## src/lhs_pkg.sv

```systemverilog
package lhs_pkg;

    // field widths of the request and result channels
    localparam int OP_W     = 2;
    localparam int SAMPLE_W = 32;
    localparam int CNT_W    = 32;
    localparam int TOTAL_W  = 48;
    localparam int P99_W    = 10;

    // divider operand widths
    localparam int DIV_NW = 48;
    localparam int DIV_DW = 32;

    // percentile ratio
    localparam int PCT_NUM = 99;
    localparam int PCT_DEN = 100;

    // floor(c / PCT_DEN) equals (c * PCT_RECIP) >> PCT_SHIFT for any 32-bit c
    localparam logic [CNT_W-1:0] PCT_RECIP = 32'h51EB_851F;
    localparam int               PCT_SHIFT = 37;

    // request operation codes
    localparam logic [OP_W-1:0] OP_RECORD = 2'd0;
    localparam logic [OP_W-1:0] OP_REPORT = 2'd1;
    localparam logic [OP_W-1:0] OP_CLEAR  = 2'd2;

endpackage

```

## src/lhs_div.sv

```systemverilog
module lhs_div (
    input  logic                      i_clk,
    input  logic                      i_rst_n,
    input  logic                      i_start,
    input  logic [lhs_pkg::DIV_NW-1:0] i_dividend,
    input  logic [lhs_pkg::DIV_DW-1:0] i_divisor,
    output logic                      o_done,
    output logic [lhs_pkg::DIV_NW-1:0] o_quotient
);
    import lhs_pkg::*;

    localparam int STEP_W = $clog2(DIV_NW);

    logic              r_busy;
    logic              r_done;
    logic [STEP_W-1:0] r_step;
    logic [DIV_DW-1:0] r_rem;
    logic [DIV_DW-1:0] r_div;
    logic [DIV_NW-1:0] r_quo;
    logic [DIV_DW:0]   n_trial;
    logic              n_bit;

    // one restoring step: shift in the next dividend bit and try to subtract
    always_comb begin
        n_trial = {r_rem, r_quo[DIV_NW-1]};
        n_bit   = (n_trial >= {1'b0, r_div});
        if (n_bit) begin
            n_trial = n_trial - {1'b0, r_div};
        end
    end

    // step control
    always_ff @(posedge i_clk) begin
        if (!i_rst_n) begin
            r_busy <= 1'b0;
            r_done <= 1'b0;
            r_step <= '0;
        end else begin
            r_done <= 1'b0;
            if (i_start) begin
                r_busy <= 1'b1;
                r_step <= '0;
            end else if (r_busy) begin
                r_step <= r_step + 1'b1;
                if (r_step == STEP_W'(DIV_NW - 1)) begin
                    r_busy <= 1'b0;
                    r_done <= 1'b1;
                end
            end
        end
    end

    // remainder and quotient shift register
    always_ff @(posedge i_clk) begin
        if (i_start) begin
            r_rem <= '0;
            r_div <= i_divisor;
            r_quo <= i_dividend;
        end else if (r_busy) begin
            r_rem <= n_trial[DIV_DW-1:0];
            r_quo <= {r_quo[DIV_NW-2:0], n_bit};
        end
    end

    assign o_done     = r_done;
    assign o_quotient = r_quo;
endmodule

```

## config.mk

```make
export PLATFORM = sky130hd
export DESIGN_NAME = lhs_div
export DESIGN_NICKNAME = d
export VERILOG_FILES = /design/src/lhs_pkg.sv /design/src/lhs_div.sv
export SDC_FILE = /design/constraint.sdc
export NUM_CORES = 1
export LEC_CHECK = 0
export BUFFER_PORTS_ARGS = -buffer_cell sky130_fd_sc_hd__buf_2
export CAP_MARGIN = 20
export CORE_ASPECT_RATIO = 0.5
export CORE_MARGIN = 4
export CORE_UTILIZATION = 45
export DETAILED_ROUTE_END_ITERATION = 16
export PLACE_DENSITY = 0.67
export SLEW_MARGIN = 25
export SYNTH_ARGS = -nofsm -noshare
export SYNTH_HDL_FRONTEND = slang
export SYNTH_SLANG_ARGS = --single-unit
```

## constraint.sdc

```tcl
create_clock -name i_clk -period 3.6 [get_ports i_clk]
set_input_delay 0.36 -clock i_clk [delete_from_list [all_inputs] [get_ports i_clk]]
set_output_delay 0.36 -clock i_clk [all_outputs]
set_load 0.1 [all_outputs]
```

==> impl_metrics.yaml <==
status:
  status: "completed"
sta:
  timing.final.crit_share: 0.8513
  post-route-min-period_ps: 3065
  slew_headroom: 0.4243
  fmax_mhz: 326.3
  hold_violations: 0
  tns_ps: 0
  worst_slew_pin_slew_ps: 863.6
  rsz0062_at_grt: "no"
  setup_violations: 0
  slew_viol_final: 0
  fin_worst_skew_ps: 11.60
detailed_routing:
  vias_per_cell: 5.639
  detail_route.wl_per_cell_um: 16.97
  met1_length_um: 7957
  via_count: 5622
  wl_met3_um: 1360
  top_layer_used: "met5"
  drc: 0
  routed_wl_um: 16920
  routed-wl-met2_um: 7395
  ant_nets: 0
  first_pass_iters: 5
  initialDrtViolationCount: 446
final_layout:
  final_nets: 903
  antenna_cells: 0
  drive_above_1_share: 0.2941
  syn_to_final_growth_pct: 20.47
  fin_cells: 997
synthesis:
  yosysWarnings: 0
  ys.flop_type: "edfxtp_1"
  syn_area_sq_um: 6872
  synth-edff-count: 80
  synth-async-reset-ratio: 0
  syn_area_per_cell_sq_um: 10.36
  syn_inst: 663
  ys_seq_area_frac: 0.4661
  ys_types: 65
  syn_nets: 780
  synth_seq_cells: 120
critical_path:
  crit_required_ps: 3940
  critical_path_class: "reg -> reg"
  path_cells: "inv_1 -> ha_1 -> fa_1 -> nand2b_1 -> a21oi_1 -> nor2_1 -> o22ai_1 -> a311oi_2 -> a211oi_2 -> mux2_1 -> o31ai_1"
  critical_path.endpoint_type: "flop"
  arrival_ps: 3400
  critPathMaxFanout: 4
  r2r_slack_ps: 540
  path_buf_inv: 1
  critPathMaxStageDelay_ps: 410
  startpoint_type: "flop"
  cp_top_family: "compound AO/OA/AOI/OAI gates"
  crit_slowest_cell: "fa_1"
cts:
  cts_tree: "done"
  cts_buffers: 17
  post_cts_resized: 0
  clock-root-buffer: "clkbuf_16"
  cts_sinks: 120
  ctsHoldBuffers: 0
  cts_max_level: 4
  clkTransAtPathRegs_ps: 60
  clock_latency_ps: 420
  postCtsSetupBuffers: 0
  ctsLongestPathBuffers: 2
power_and_ir_drop:
  powerDensity_nw_per_um2: 560.4
  total_power_mw: 4.639
  vdd_drop_max_mv: 0.3619
  leakagePower_nw: 3.474
global_route:
  antenna_found_initial: 1
  overflow: 0
  grt_max_degree: 59
  grt_pass1_vias: 5508
  grt_usage: 0.2000
  grt_pass1_wl_um: 27660
floorplan:
  dieWidth_um: 182.8
  rows: 31
  die_area_sq_um: 17430
  io_pins: 132
  core_area_sq_um: 14700
  initial_core_util: 0.4674
  die_y_um: 95.38
place:
  hpwl_um: 12040
  gp_congestion: 0.9319
  numPlacedInstances: 965
  portBuffers: 131
min_path:
  worstHoldPathType: "in -> reg"
run:
  drv_cap: 0
==> cells in the mapped netlist (16+ instances only) <==
library cell	number	area [sq um]
inv_1	43	161.4
nor2_1	60	225.2
mux2_2	48	540.5
ha_1	33	412.9
dfxtp_1	40	800.8
xnor2_1	16	140.1
a311oi_1	23	201.4
clkbuf_1	21	78.83
o21ai_1	20	100.1
nor3_1	16	80.08
nand3_1	36	180.2
a21oi_1	34	170.2
edfxtp_1	80	2402
nand2_1	36	135.1
==> cell type report <==
type / instances / area (sq um)
Multi-Input combinational cell: 467 / 3343
Timing Repair Buffer: 137 / 703.2
Clock buffer: 17 / 425.4
Sequential cell: 120 / 3204
Inverter: 43 / 162.7
Tap cell: 198 / 247.7
Fill cell: 1317 / 6422
Clock inverter: 15 / 191.4
==> layout by cell type, fill, tap and decap left out, types with 3 or more instances in the layout <==
cell,count
dfxtp_1,39
edfxtp_1,80
a221o_1,3
nand4_1,8
bufinv_16,3
nand2b_1,4
or3_1,6
o21ai_1,20
a21oi_1,34
nor2b_1,7
o21a_1,8
a21o_1,15
mux2_2,48
clkinv_4,3
nand2_1,36
a211oi_1,4
clkbuf_16,17
o31ai_1,9
nand3_1,36
o21ai_0,13
xor2_1,11
a311oi_1,23
buf_4,7
inv_1,42
a32oi_1,3
o311ai_1,3
buf_2,130
mux2i_1,3
inv_6,5
nor3_1,16
nor2_1,59
and2_1,4
xnor2_1,16
ha_1,33
nor4_1,3
==> cell families after synthesis <==
kind of cell,count (synthesis),share of synthesized area
compound gates,162,0.1682
xor+xnor,27,0.03441
simple gates,192,0.1358
flops,120,0.4661
mux,52,0.08467
fa+ha+maj,34,0.06300
buf+inv,76,0.04771
==> registers in the layout, indices dropped and copies added, names as in the netlist <==
register / cells
o_done: 1
o_quotient: 48
r_busy: 1
r_div: 32
r_rem: 32
r_step: 6
==> power by group <==
part	switching, mW	internal (mW)	leakage [nW]
clock	0.693	1.11	0.297
combinational	0.838	0.334	2.05
sequential	0.0622	1.61	1.12
total	1.59	3.05	3.47
==> worst register-to-register path, stage by stage, from the launching register on <==
cell and delay [ps]:
edfxtp_1 340, inv_1 60, ha_1 220, fa_1 410
nand2b_1 180, a21oi_1 200, nor2_1 120, o22ai_1 340
a311oi_2 200, a211oi_2 350, mux2_1 350, o31ai_1 220
==> per-stage QoR <==
step	worst slack (ps)	hold slack [ps]	util	cell area [sq um]
after floorplan	178.9	451.2	-	6872
after detailed placement	549.9	488.3	0.5211	7660
final	535.5	113.4	0.5631	8278
after global routing	288.0	94.85	0.5631	8278
after global placement	661.3	470.4	0.5211	7660
after CTS	544.3	93.29	0.5630	8277
==> per-layer routing <==
| metal | GRT usage | vias up |
|---|---|---|
| li1 | - | 2725 |
| met3 | 0.06669 | 22 |
| met1 | 0.2726 | 2688 |
| met4 | 0.06866 | 2 |
| met2 | 0.3004 | 185 |
| met5 | 0 | - |
==> worst paths after layout <==
check                               startpoint   endpoint  cells after the start
worst max-delay path            o_quotient[47]  r_rem[30]                     11
worst min-delay path              i_divisor[6]   r_div[6]                      1
worst max register to register  o_quotient[47]  r_rem[30]                     11
worst min register to register       r_step[5]  r_step[5]                      2
No activity file was read; power rests on OpenSTA's default activity.
